File: src/rtl/stsp_pkg.sv
// Package for the string-table stream parser: item and result types, result
// group type, phase codes, result kinds, status codes and file constants.
// Depends on nothing; used by every module of the parser.
package stsp_pkg;

   // Item taken in on the request channel.
   typedef struct packed {
      logic [7:0] data_byte;
      logic       end_of_file;
   } stsp_req_type;

   // Result item given out on the response channel.
   typedef struct packed {
      logic [2:0] out_kind;
      logic [7:0] out_byte;
      logic [2:0] file_status;
      logic       last_of_run;
   } stsp_rsp_type;

   // Most results that one input byte can cause.
   localparam int GROUP_MAX = 5;

   // All results caused by one input byte, in order.
   typedef struct packed {
      logic [2:0]                   count;
      stsp_rsp_type [GROUP_MAX-1:0] entry;
   } stsp_group_type;

   // Parser phases.
   localparam logic [3:0] PH_FILE  = 4'd0;
   localparam logic [3:0] PH_LABEL = 4'd1;
   localparam logic [3:0] PH_NAME  = 4'd2;
   localparam logic [3:0] PH_PAIR  = 4'd3;
   localparam logic [3:0] PH_TEXT  = 4'd4;
   localparam logic [3:0] PH_XLEN  = 4'd5;
   localparam logic [3:0] PH_XTRA  = 4'd6;
   localparam logic [3:0] PH_TAIL  = 4'd7;
   localparam logic [3:0] PH_ERR   = 4'd8;

   // Result kinds.
   localparam logic [2:0] KIND_NAME_BYTE  = 3'd0;
   localparam logic [2:0] KIND_NAME_END   = 3'd1;
   localparam logic [2:0] KIND_VALUE_BYTE = 3'd2;
   localparam logic [2:0] KIND_VALUE_END  = 3'd3;
   localparam logic [2:0] KIND_STATUS     = 3'd4;

   // File status codes.
   localparam logic [2:0] ST_OK          = 3'd0;
   localparam logic [2:0] ST_SHORT_HDR   = 3'd1;
   localparam logic [2:0] ST_BAD_FILE    = 3'd2;
   localparam logic [2:0] ST_BAD_LABEL   = 3'd3;
   localparam logic [2:0] ST_BAD_MARKER  = 3'd4;
   localparam logic [2:0] ST_TRUNCATED   = 3'd5;
   localparam logic [2:0] ST_NO_LABELS   = 3'd6;

   // File format constants.
   localparam logic [31:0] FILE_MAGIC  = 32'h4353_4620;
   localparam logic [31:0] LABEL_MAGIC = 32'h4C42_4C20;
   localparam logic [31:0] MARK_PLAIN  = 32'h5354_5220;
   localparam logic [31:0] MARK_WIDE   = 32'h5354_5257;
   localparam logic [4:0]  FILE_HDR_LAST = 5'd23;

   function automatic stsp_rsp_type make_rsp(input logic [2:0] kind,
                                             input logic [7:0] data,
                                             input logic [2:0] status);
      stsp_rsp_type r;
      r.out_kind    = kind;
      r.out_byte    = data;
      r.file_status = status;
      r.last_of_run = 1'b0;
      return r;
   endfunction

endpackage

File: src/rtl/stsp_parser.sv
// Parser state and per-byte decode: turns one accepted byte into a group of
// up to five results and the next parser state.
// Depends on stsp_pkg.
module stsp_parser (
   input  logic                   clock,
   input  logic                   reset,
   input  logic                   accept,
   input  stsp_pkg::stsp_req_type item,
   output stsp_pkg::stsp_group_type group
);
   import stsp_pkg::*;

   logic [3:0]  phase_ff,  phase_in;
   logic [4:0]  hc_ff,     hc_in;
   logic        odd_ff,    odd_in;
   logic [31:0] word_ff,   word_in;
   logic [31:0] labels_ff, labels_in;
   logic [31:0] pairs_ff,  pairs_in;
   logic [31:0] length_ff, length_in;
   logic [7:0]  low_ff,    low_in;
   logic        wide_ff,   wide_in;
   logic        stop_ff,   stop_in;
   logic        seen_ff,   seen_in;
   logic [2:0]  err_ff,    err_in;

   logic [31:0] word_new;
   logic [7:0]  b;

   assign b        = item.data_byte;
   assign word_new = {b, word_ff[31:8]};

   always_comb begin
      logic [2:0]  n;
      logic [2:0]  st;
      logic [15:0] cp;
      logic        do_name_end;
      logic        do_text_end;
      logic        do_pair_done;
      logic        do_label_done;

      n             = 3'd0;
      st            = ST_OK;
      cp            = {~b, ~low_ff};
      do_name_end   = 1'b0;
      do_text_end   = 1'b0;
      do_pair_done  = 1'b0;
      do_label_done = 1'b0;
      group         = '0;

      phase_in  = phase_ff;
      hc_in     = hc_ff;
      odd_in    = odd_ff;
      word_in   = word_ff;
      labels_in = labels_ff;
      pairs_in  = pairs_ff;
      length_in = length_ff;
      low_in    = low_ff;
      wide_in   = wide_ff;
      stop_in   = stop_ff;
      seen_in   = seen_ff;
      err_in    = err_ff;

      case (phase_ff)
         PH_FILE: begin
            word_in = word_new;
            if (hc_ff == 5'd3 && word_new != FILE_MAGIC) begin
               err_in = ST_BAD_FILE;
            end
            if (hc_ff == 5'd11) begin
               labels_in = word_new;
            end
            if (hc_ff == FILE_HDR_LAST) begin
               hc_in = 5'd0;
               if (err_ff != ST_OK) begin
                  phase_in = PH_ERR;
               end else begin
                  phase_in = (labels_ff == 32'd0) ? PH_TAIL : PH_LABEL;
               end
            end else begin
               hc_in = hc_ff + 5'd1;
            end
         end
         PH_LABEL: begin
            word_in = word_new;
            if (hc_ff == 5'd3 && word_new != LABEL_MAGIC && err_ff == ST_OK) begin
               err_in = ST_BAD_LABEL;
            end
            if (hc_ff == 5'd7) begin
               pairs_in = word_new;
            end
            if (hc_ff == 5'd11) begin
               length_in = word_new;
               hc_in     = 5'd0;
               if (err_ff != ST_OK) begin
                  phase_in = PH_ERR;
               end else begin
                  stop_in = 1'b0;
                  if (word_new == 32'd0) begin
                     do_name_end = 1'b1;
                  end else begin
                     phase_in = PH_NAME;
                  end
               end
            end else begin
               hc_in = hc_ff + 5'd1;
            end
         end
         PH_NAME: begin
            if (!stop_ff) begin
               if (b == 8'd0) begin
                  stop_in = 1'b1;
               end else begin
                  group.entry[n] = make_rsp(KIND_NAME_BYTE,
                     (b inside {[8'h41:8'h5A]}) ? b + 8'h20 : b, ST_OK);
                  n = n + 3'd1;
               end
            end
            length_in = length_ff - 32'd1;
            if (length_ff == 32'd1) begin
               do_name_end = 1'b1;
            end
         end
         PH_PAIR: begin
            word_in = word_new;
            if (hc_ff == 5'd3) begin
               if (word_new == MARK_PLAIN) begin
                  wide_in = 1'b0;
               end else if (word_new == MARK_WIDE) begin
                  wide_in = 1'b1;
               end else if (err_ff == ST_OK) begin
                  err_in = ST_BAD_MARKER;
               end
            end
            if (hc_ff == 5'd7) begin
               length_in = word_new;
               hc_in     = 5'd0;
               if (err_ff != ST_OK) begin
                  phase_in = PH_ERR;
               end else begin
                  stop_in = 1'b0;
                  odd_in  = 1'b0;
                  if (word_new == 32'd0) begin
                     do_text_end = 1'b1;
                  end else begin
                     phase_in = PH_TEXT;
                  end
               end
            end else begin
               hc_in = hc_ff + 5'd1;
            end
         end
         PH_TEXT: begin
            if (!odd_ff) begin
               low_in = b;
               odd_in = 1'b1;
            end else begin
               odd_in = 1'b0;
               if (!stop_ff) begin
                  if (cp == 16'd0) begin
                     stop_in = 1'b1;
                  end else if (cp < 16'h0080) begin
                     group.entry[n] = make_rsp(KIND_VALUE_BYTE, cp[7:0], ST_OK);
                     n = n + 3'd1;
                  end else if (cp < 16'h0800) begin
                     group.entry[n] = make_rsp(KIND_VALUE_BYTE,
                                               {3'b110, cp[10:6]}, ST_OK);
                     n = n + 3'd1;
                     group.entry[n] = make_rsp(KIND_VALUE_BYTE,
                                               {2'b10, cp[5:0]}, ST_OK);
                     n = n + 3'd1;
                  end else begin
                     group.entry[n] = make_rsp(KIND_VALUE_BYTE,
                                               {4'b1110, cp[15:12]}, ST_OK);
                     n = n + 3'd1;
                     group.entry[n] = make_rsp(KIND_VALUE_BYTE,
                                               {2'b10, cp[11:6]}, ST_OK);
                     n = n + 3'd1;
                     group.entry[n] = make_rsp(KIND_VALUE_BYTE,
                                               {2'b10, cp[5:0]}, ST_OK);
                     n = n + 3'd1;
                  end
               end
               length_in = length_ff - 32'd1;
               if (length_ff == 32'd1) begin
                  do_text_end = 1'b1;
               end
            end
         end
         PH_XLEN: begin
            word_in = word_new;
            if (hc_ff == 5'd3) begin
               length_in = word_new;
               hc_in     = 5'd0;
               if (word_new == 32'd0) begin
                  do_pair_done = 1'b1;
               end else begin
                  phase_in = PH_XTRA;
               end
            end else begin
               hc_in = hc_ff + 5'd1;
            end
         end
         PH_XTRA: begin
            length_in = length_ff - 32'd1;
            if (length_ff == 32'd1) begin
               do_pair_done = 1'b1;
            end
         end
         default: begin
         end
      endcase

      if (do_text_end) begin
         group.entry[n] = make_rsp(KIND_VALUE_END, 8'd0, ST_OK);
         n     = n + 3'd1;
         hc_in = 5'd0;
         if (wide_ff) begin
            phase_in = PH_XLEN;
         end else begin
            do_pair_done = 1'b1;
         end
      end

      if (do_name_end) begin
         group.entry[n] = make_rsp(KIND_NAME_END, 8'd0, ST_OK);
         n       = n + 3'd1;
         seen_in = 1'b1;
         hc_in   = 5'd0;
         if (pairs_in == 32'd0) begin
            do_label_done = 1'b1;
         end else begin
            phase_in = PH_PAIR;
         end
      end

      // Pair and label counts are never zero here, so a count of one means
      // this was the last.
      if (do_pair_done) begin
         pairs_in = pairs_ff - 32'd1;
         hc_in    = 5'd0;
         if (pairs_ff == 32'd1) begin
            do_label_done = 1'b1;
         end else begin
            phase_in = PH_PAIR;
         end
      end

      if (do_label_done) begin
         labels_in = labels_ff - 32'd1;
         hc_in     = 5'd0;
         phase_in  = (labels_ff == 32'd1) ? PH_TAIL : PH_LABEL;
      end

      if (item.end_of_file) begin
         case (phase_in)
            PH_ERR:  st = err_in;
            PH_FILE: st = ST_SHORT_HDR;
            PH_NAME, PH_TEXT, PH_XLEN, PH_XTRA: st = ST_TRUNCATED;
            default: st = seen_in ? ST_OK : ST_NO_LABELS;
         endcase
         group.entry[n] = make_rsp(KIND_STATUS, 8'd0, st);
         n = n + 3'd1;

         phase_in  = PH_FILE;
         hc_in     = 5'd0;
         odd_in    = 1'b0;
         word_in   = 32'd0;
         labels_in = 32'd0;
         pairs_in  = 32'd0;
         length_in = 32'd0;
         low_in    = 8'd0;
         wide_in   = 1'b0;
         stop_in   = 1'b0;
         seen_in   = 1'b0;
         err_in    = ST_OK;
      end

      group.count = n;
   end

   always_ff @(posedge clock) begin
      if (reset) begin
         phase_ff  <= PH_FILE;
         hc_ff     <= 5'd0;
         odd_ff    <= 1'b0;
         word_ff   <= 32'd0;
         labels_ff <= 32'd0;
         pairs_ff  <= 32'd0;
         length_ff <= 32'd0;
         low_ff    <= 8'd0;
         wide_ff   <= 1'b0;
         stop_ff   <= 1'b0;
         seen_ff   <= 1'b0;
         err_ff    <= ST_OK;
      end else if (accept) begin
         phase_ff  <= phase_in;
         hc_ff     <= hc_in;
         odd_ff    <= odd_in;
         word_ff   <= word_in;
         labels_ff <= labels_in;
         pairs_ff  <= pairs_in;
         length_ff <= length_in;
         low_ff    <= low_in;
         wide_ff   <= wide_in;
         stop_ff   <= stop_in;
         seen_ff   <= seen_in;
         err_ff    <= err_in;
      end
   end

endmodule

File: src/rtl/stsp_result_queue.sv
// Two-deep queue of result groups; hands out one result per cycle while not
// stalled, and marks the last result of each group.
// Depends on stsp_pkg.
module stsp_result_queue (
   input  logic                     clock,
   input  logic                     reset,
   input  logic                     push,
   input  stsp_pkg::stsp_group_type group,
   output logic                     full,
   output logic                     rsp_valid,
   input  logic                     rsp_stall,
   output stsp_pkg::stsp_rsp_type   rsp_item
);
   import stsp_pkg::*;

   stsp_group_type slot_ff [2];
   logic [1:0]     vld_ff, vld_in;
   logic           wr_ff, wr_in;
   logic           rd_ff, rd_in;
   logic [2:0]     idx_ff, idx_in;

   stsp_group_type head;
   logic           last;

   assign head      = slot_ff[rd_ff];
   assign full      = vld_ff[0] & vld_ff[1];
   assign rsp_valid = vld_ff[rd_ff];
   assign last      = (idx_ff == head.count - 3'd1);

   always_comb begin
      rsp_item             = head.entry[idx_ff];
      rsp_item.last_of_run = last;
   end

   always_comb begin
      vld_in = vld_ff;
      wr_in  = wr_ff;
      rd_in  = rd_ff;
      idx_in = idx_ff;
      if (push) begin
         vld_in[wr_ff] = 1'b1;
         wr_in         = ~wr_ff;
      end
      if (rsp_valid && !rsp_stall) begin
         if (last) begin
            vld_in[rd_ff] = 1'b0;
            rd_in         = ~rd_ff;
            idx_in        = 3'd0;
         end else begin
            idx_in = idx_ff + 3'd1;
         end
      end
   end

   always_ff @(posedge clock) begin
      if (reset) begin
         vld_ff <= 2'b00;
         wr_ff  <= 1'b0;
         rd_ff  <= 1'b0;
         idx_ff <= 3'd0;
      end else begin
         vld_ff <= vld_in;
         wr_ff  <= wr_in;
         rd_ff  <= rd_in;
         idx_ff <= idx_in;
      end
   end

   // Pushes only go to a free slot, so the slot being read out is never overwritten.
   always_ff @(posedge clock) begin
      if (push) begin
         slot_ff[wr_ff] <= group;
      end
   end

endmodule

File: src/rtl/string_table_stream_parser.sv
// String-table stream parser: one file byte per item in; name bytes, UTF-8 value bytes,
// end markers and a file status out. Depends on stsp_pkg, stsp_parser, stsp_result_queue.
// With the queue empty, an item's first result is offered the cycle after it is
// accepted. Throughput: one item per cycle while the two-group result queue has room; an
// item causes at most five results, which are given out in order.
// Reset (synchronous) returns the parser to the file-header phase and empties the queue.
module string_table_stream_parser (
   input  logic                   clock,
   input  logic                   reset,
   input  logic                   req_valid,
   output logic                   req_stall,
   input  stsp_pkg::stsp_req_type req_item,
   output logic                   rsp_valid,
   input  logic                   rsp_stall,
   output stsp_pkg::stsp_rsp_type rsp_item
);
   import stsp_pkg::*;

   stsp_group_type group;
   logic           full;
   logic           accept;

   // An item is taken whenever the queue has a free group slot; this does
   // not wait for the response side, so bytes that cause no result (header
   // words, skipped extra data) flow at one per cycle.
   assign req_stall = full;
   assign accept    = req_valid & ~full;

   // The parser holds the whole file state and turns the accepted item into
   // its group of results in the same cycle.
   stsp_parser u_parser (
      .clock  (clock),
      .reset  (reset),
      .accept (accept),
      .item   (req_item),
      .group  (group)
   );

   // Groups with no results are not queued, so they never cost an output
   // cycle.
   stsp_result_queue u_queue (
      .clock     (clock),
      .reset     (reset),
      .push      (accept && group.count != 3'd0),
      .group     (group),
      .full      (full),
      .rsp_valid (rsp_valid),
      .rsp_stall (rsp_stall),
      .rsp_item  (rsp_item)
   );

endmodule

File: config.mk
export PLATFORM = sky130hd
export DESIGN_NAME = string_table_stream_parser
export DESIGN_NICKNAME = d
export VERILOG_FILES = /design/src/rtl/stsp_pkg.sv /design/src/rtl/stsp_parser.sv /design/src/rtl/stsp_result_queue.sv /design/src/rtl/string_table_stream_parser.sv
export SDC_FILE = /design/constraint.sdc
export NUM_CORES = 1
export LEC_CHECK = 0
export ABC_AREA = 1
export BUFFER_PORTS_ARGS = -buffer_cell sky130_fd_sc_hd__buf_2
export CAP_MARGIN = 0
export CORE_ASPECT_RATIO = 0.9
export CORE_MARGIN = 3
export CORE_UTILIZATION = 43
export CTS_CLUSTER_DIAMETER = 200
export DETAILED_ROUTE_END_ITERATION = 8
export RECOVER_POWER = 25
export SLEW_MARGIN = 40
export SYNTH_ARGS = -nofsm -noshare
export SYNTH_HDL_FRONTEND = slang
export SYNTH_SLANG_ARGS = --single-unit
File: constraint.sdc
create_clock -name clock -period 6.5 [get_ports clock]
set_input_delay 1.3 -clock clock [delete_from_list [all_inputs] [get_ports clock]]
set_output_delay 1.3 -clock clock [all_outputs]
set_load 0.02 [all_outputs]
==> impl_results.md <==
- Initial core utilization: approximately 44%
- DR iter-0 viols: between 1,000 and 1,500
- Post-detailed-placement half-perimeter wirelength: 33,830 um
- Placement row count: 65
- Count of flip-flops with a built-in enable after synthesis: between 100 and 150
- Area Growth Syn to Fin: 9.068%
- Synth async-reset ratio: 0%
- Violations in the final reports: max-capacitance violations, max-slew violations
- Category of the worst setup path launch point: flop
- Simple-gate portion of the synthesized area: ~29%
- CP Data Required Time: around 5200 ps
- Max-slew violations: 76
- Run status: finished, violations left
- Number of input and output port buffers inserted: 29
- Highest clock frequency the design can meet: between 150 and 200 MHz
- Tightest Hold Check Type: flop to flop
- Combined global-route utilization of all metal layers: 25.36%
- DRC viols: 0
- Total die area: approximately 38,000 um2
- P_leak: 7.241 nW
- Routed via count: 14,755
- Worst Tran Pin Value: ~1700 ps
- PostCTS Resize Cnt: 0
- Root buffer cell: sky130_fd_sc_hd__clkbuf_16
- Worst-Skew Late Latency: 590 ps
- Arrival time at the worst endpoint: 3960 ps
- Post-DR wirelength/cell: around 18 um
- Total design power: ~3.9 mW
- Fraction of the yosys area taken by sequential cells: between 40 and 50%
- TritonCTS buffer count: 30
- Avg Inst Size Synth: approximately 7 um2
- Initial antenna violation count: 1
- P per Cell Area: approximately 230 nW/um2
- Final worst-path cycle share: between 80% and 90%
- DRT Pass-1 Iters: 5
- TritonCTS clock tree: built
- Number of warning messages in the yosys log: 0
- Post-Syn Instances: about 2,200
- Area of the core region: between 30,000 and 40,000 um2
- Setup fix buffers added after clock tree synthesis: 0
- Yosys reg bits: between 200 and 300
- Net total in the final layout: roughly 2,200
- Relative slew margins: -13.72%
- Unrepaired setup endpoints after global routing: no
- Clock Sinks: 260
- Routability-driven placement congestion ratio: 0.9320
- Filler instances: between 3,000 and 4,000
- Synth Area in Adders: around 1.4%
- # setup viols final: 0
- Die extent in y: about 190 um
- Crit end category: output port
- Hold-fix buffer count after cts: 0
- Maximum level of the CTS H-tree: 1
- Routed vias/inst: between 5 and 6
- Number of library cell types mapped by synthesis: 56
- Width of the die: just over 200 um
- Final critical-path required period: 5262 ps
- Summed instance area of the synthesized netlist: approximately 16,000 um2
- First-pass GRT wire length: slightly below 80,000 um
- Area fraction in compound gates after synthesis: ~17%
- Total global routing overflow: 0
- Critical path fanouts, max: 29
- Accumulated negative setup slack: 0 ps
- Pin count of the biggest net entering global routing: between 80 and 90
- Worst VDD drop: around 0.21 mV
- Number of top-level design ports: 30
- Combinational family with the most area after synthesis: simple AND/OR/NAND/NOR gates
- Final Skew: 23.38 ps
- Number of nets with antenna violations after routing: 0
- Ys flop type: sky130_fd_sc_hd__dfxtp_1
- Maximum clock insertion buffer count: 3
- Xor and xnor fraction of the mapped netlist area: about 3.6%
- Vias in the first global route: ~14,000
- Setup slack of the most critical reg-to-reg path: 1290 ps
- CTS clk-pin slew, worst paths: 60 ps
- Portion of netlist area occupied by mux cells: less than 1%
- Type of the worst setup path: flop to output port
- Ratio of cells with drive above 1 in the final layout: approximately 6.7%
- Endpoints failing hold: 0
- Detailed-route wire length: ~49,000 um
- Total of max-cap violations: 3
[layout by cell type (no fill, tap or decap), types with 12 or more instances in the layout]
cell and instances:
sky130_fd_sc_hd__nand2_1 522, sky130_fd_sc_hd__nor2_1 290, sky130_fd_sc_hd__inv_1 210, sky130_fd_sc_hd__a21oi_1 185, sky130_fd_sc_hd__dfxtp_1 152, sky130_fd_sc_hd__o21ai_0 135, sky130_fd_sc_hd__nand3_1 121, sky130_fd_sc_hd__edfxtp_1 108
sky130_fd_sc_hd__xor2_1 48, sky130_fd_sc_hd__o211ai_1 41, sky130_fd_sc_hd__nor3_1 38, sky130_fd_sc_hd__clkbuf_16 30, sky130_fd_sc_hd__nand4_1 29, sky130_fd_sc_hd__buf_2 23, sky130_fd_sc_hd__o21ai_1 22, sky130_fd_sc_hd__ha_1 17
sky130_fd_sc_hd__xnor2_1 16, sky130_fd_sc_hd__o22ai_1 15, sky130_fd_sc_hd__nor4_1 13, sky130_fd_sc_hd__buf_4 13, sky130_fd_sc_hd__o221ai_1 12, sky130_fd_sc_hd__inv_2 12, sky130_fd_sc_hd__clkbuf_1 12
[cell type report]
| class | count | area, um2 | area share [%] |
|---|---|---|---|
| sequential | 260 | 6286 | 37.13 |
| antenna | 1 | 2.502 | 0.01478 |
| clock inverter | 15 | 153.9 | 0.9090 |
| tap | 469 | 586.8 | 3.466 |
| timing repair buffer | 48 | 297.8 | 1.759 |
| multi-input combinational | 1607 | 7941 | 46.91 |
| inverter | 225 | 844.6 | 4.989 |
| clock buffer | 37 | 817.0 | 4.826 |
[kinds of logic (layout without fill, tap and decap cells)]
family | Yosys count | count (layout)
adders and majority gates | 17 | 17
AOI/OAI and AO/OA | 462 | 462
xor gates and xnor gates | 64 | 64
muxes | 6 | 6
DFF | 260 | 260
buffers and inverters | 321 | 325
and+or+nand+nor | 1056 | 1056
other | 1 | 3
[sequential cells by signal (all words and copies together), names as in the netlist, named ones only]
register	count
u_queue.slot_ff	108
u_parser.pairs_ff	32
u_queue.idx_ff	3
u_parser.err_ff	3
u_queue.wr_ff	1
u_queue.rd_ff	1
u_parser.labels_ff	32
u_parser.length_ff	32
u_parser.stop_ff	1
u_parser.wide_ff	1
u_parser.low_ff	8
u_parser.phase_ff	4
u_parser.odd_ff	1
u_parser.word_ff	24
u_queue.vld_ff	2
u_parser.seen_ff	1
u_parser.hc_ff	5
[routing by layer]
layer	track usage, %	part of all wire [%]	up-vias
li1	-	-	7287
met5	0	0.027	-
met4	7.085	2.7	2
met3	4.350	6.5	91
met1	35.20	46	6960
met2	41.13	45	415
[worst max-delay path, cell delays in order (launching register included)]
cell                       delay (ps)
sky130_fd_sc_hd__dfxtp_1         1010
sky130_fd_sc_hd__clkbuf_1        1050
sky130_fd_sc_hd__mux2i_1          360
sky130_fd_sc_hd__ha_1             290
sky130_fd_sc_hd__xnor2_1          130
sky130_fd_sc_hd__a21oi_1          130
sky130_fd_sc_hd__o21ai_0           90
sky130_fd_sc_hd__nor2_1           130
sky130_fd_sc_hd__buf_2            180
[worst paths after layout]
| path | cells after the start | from | end |
|---|---|---|---|
| setup / recovery | 8 | flop | rsp_item[0] |
| hold / removal | 2 | u_parser.pairs_ff[31] | u_parser.pairs_ff[31] |
| setup reg to reg | 16 | u_parser.phase_ff[3] | u_parser.length_ff[28] |
| hold reg to reg | 2 | u_parser.pairs_ff[31] | u_parser.pairs_ff[31] |
[synthesized netlist by cell type (7+ instances only)]
cell | count | area, um2
sky130_fd_sc_hd__nand2_1 | 522 | 1959
sky130_fd_sc_hd__nor3_1 | 37 | 185.2
sky130_fd_sc_hd__o22ai_1 | 15 | 93.84
sky130_fd_sc_hd__clkbuf_1 | 63 | 236.5
sky130_fd_sc_hd__nor2_2 | 8 | 50.05
sky130_fd_sc_hd__ha_1 | 17 | 212.7
sky130_fd_sc_hd__buf_4 | 9 | 67.56
sky130_fd_sc_hd__xor2_1 | 48 | 420.4
sky130_fd_sc_hd__nor4_1 | 13 | 81.33
sky130_fd_sc_hd__o21ai_0 | 133 | 665.6
sky130_fd_sc_hd__dfxtp_1 | 152 | 3043
sky130_fd_sc_hd__xnor2_1 | 16 | 140.1
sky130_fd_sc_hd__or2_2 | 7 | 43.79
sky130_fd_sc_hd__inv_1 | 212 | 795.8
sky130_fd_sc_hd__o21ai_1 | 24 | 120.1
sky130_fd_sc_hd__nand3_1 | 121 | 605.6
sky130_fd_sc_hd__a21oi_1 | 185 | 925.9
sky130_fd_sc_hd__nand4_1 | 29 | 181.4
sky130_fd_sc_hd__o211ai_1 | 41 | 307.8
sky130_fd_sc_hd__nor2_1 | 290 | 1089
sky130_fd_sc_hd__buf_2 | 11 | 55.05
sky130_fd_sc_hd__edfxtp_1 | 108 | 3243
sky130_fd_sc_hd__o221ai_1 | 12 | 105.1
sky130_fd_sc_hd__inv_2 | 10 | 37.54
sky130_fd_sc_hd__nand2_2 | 10 | 62.56
[metrics by stage]
step	util (%)	cell area [um2]	hold WS [ps]	cells	setup WS [ps]
6_report	47.97	16930	469.1	2662	1238
5_1_grt	47.96	16930	503.8	2661	677.4
4_1_cts	48.09	16980	469.1	2661	1671
3_5_place_dp	45.34	16000	460.3	2609	1053
3_3_place_gp	45.31	15990	456.4	2609	793.1
2_1_floorplan	-	15530	438.0	2188	1107
[power breakdown]
part	internal [mW]	leakage, nW	total (mW)	switching [mW]
combinational	0.121	4.49	0.406	0.285
clock	0.967	0.477	1.67	0.703
sequential	1.74	2.27	1.78	0.0428
total	2.83	7.24	3.86	1.03
Note: power is estimated with default switching activity, not from simulation.
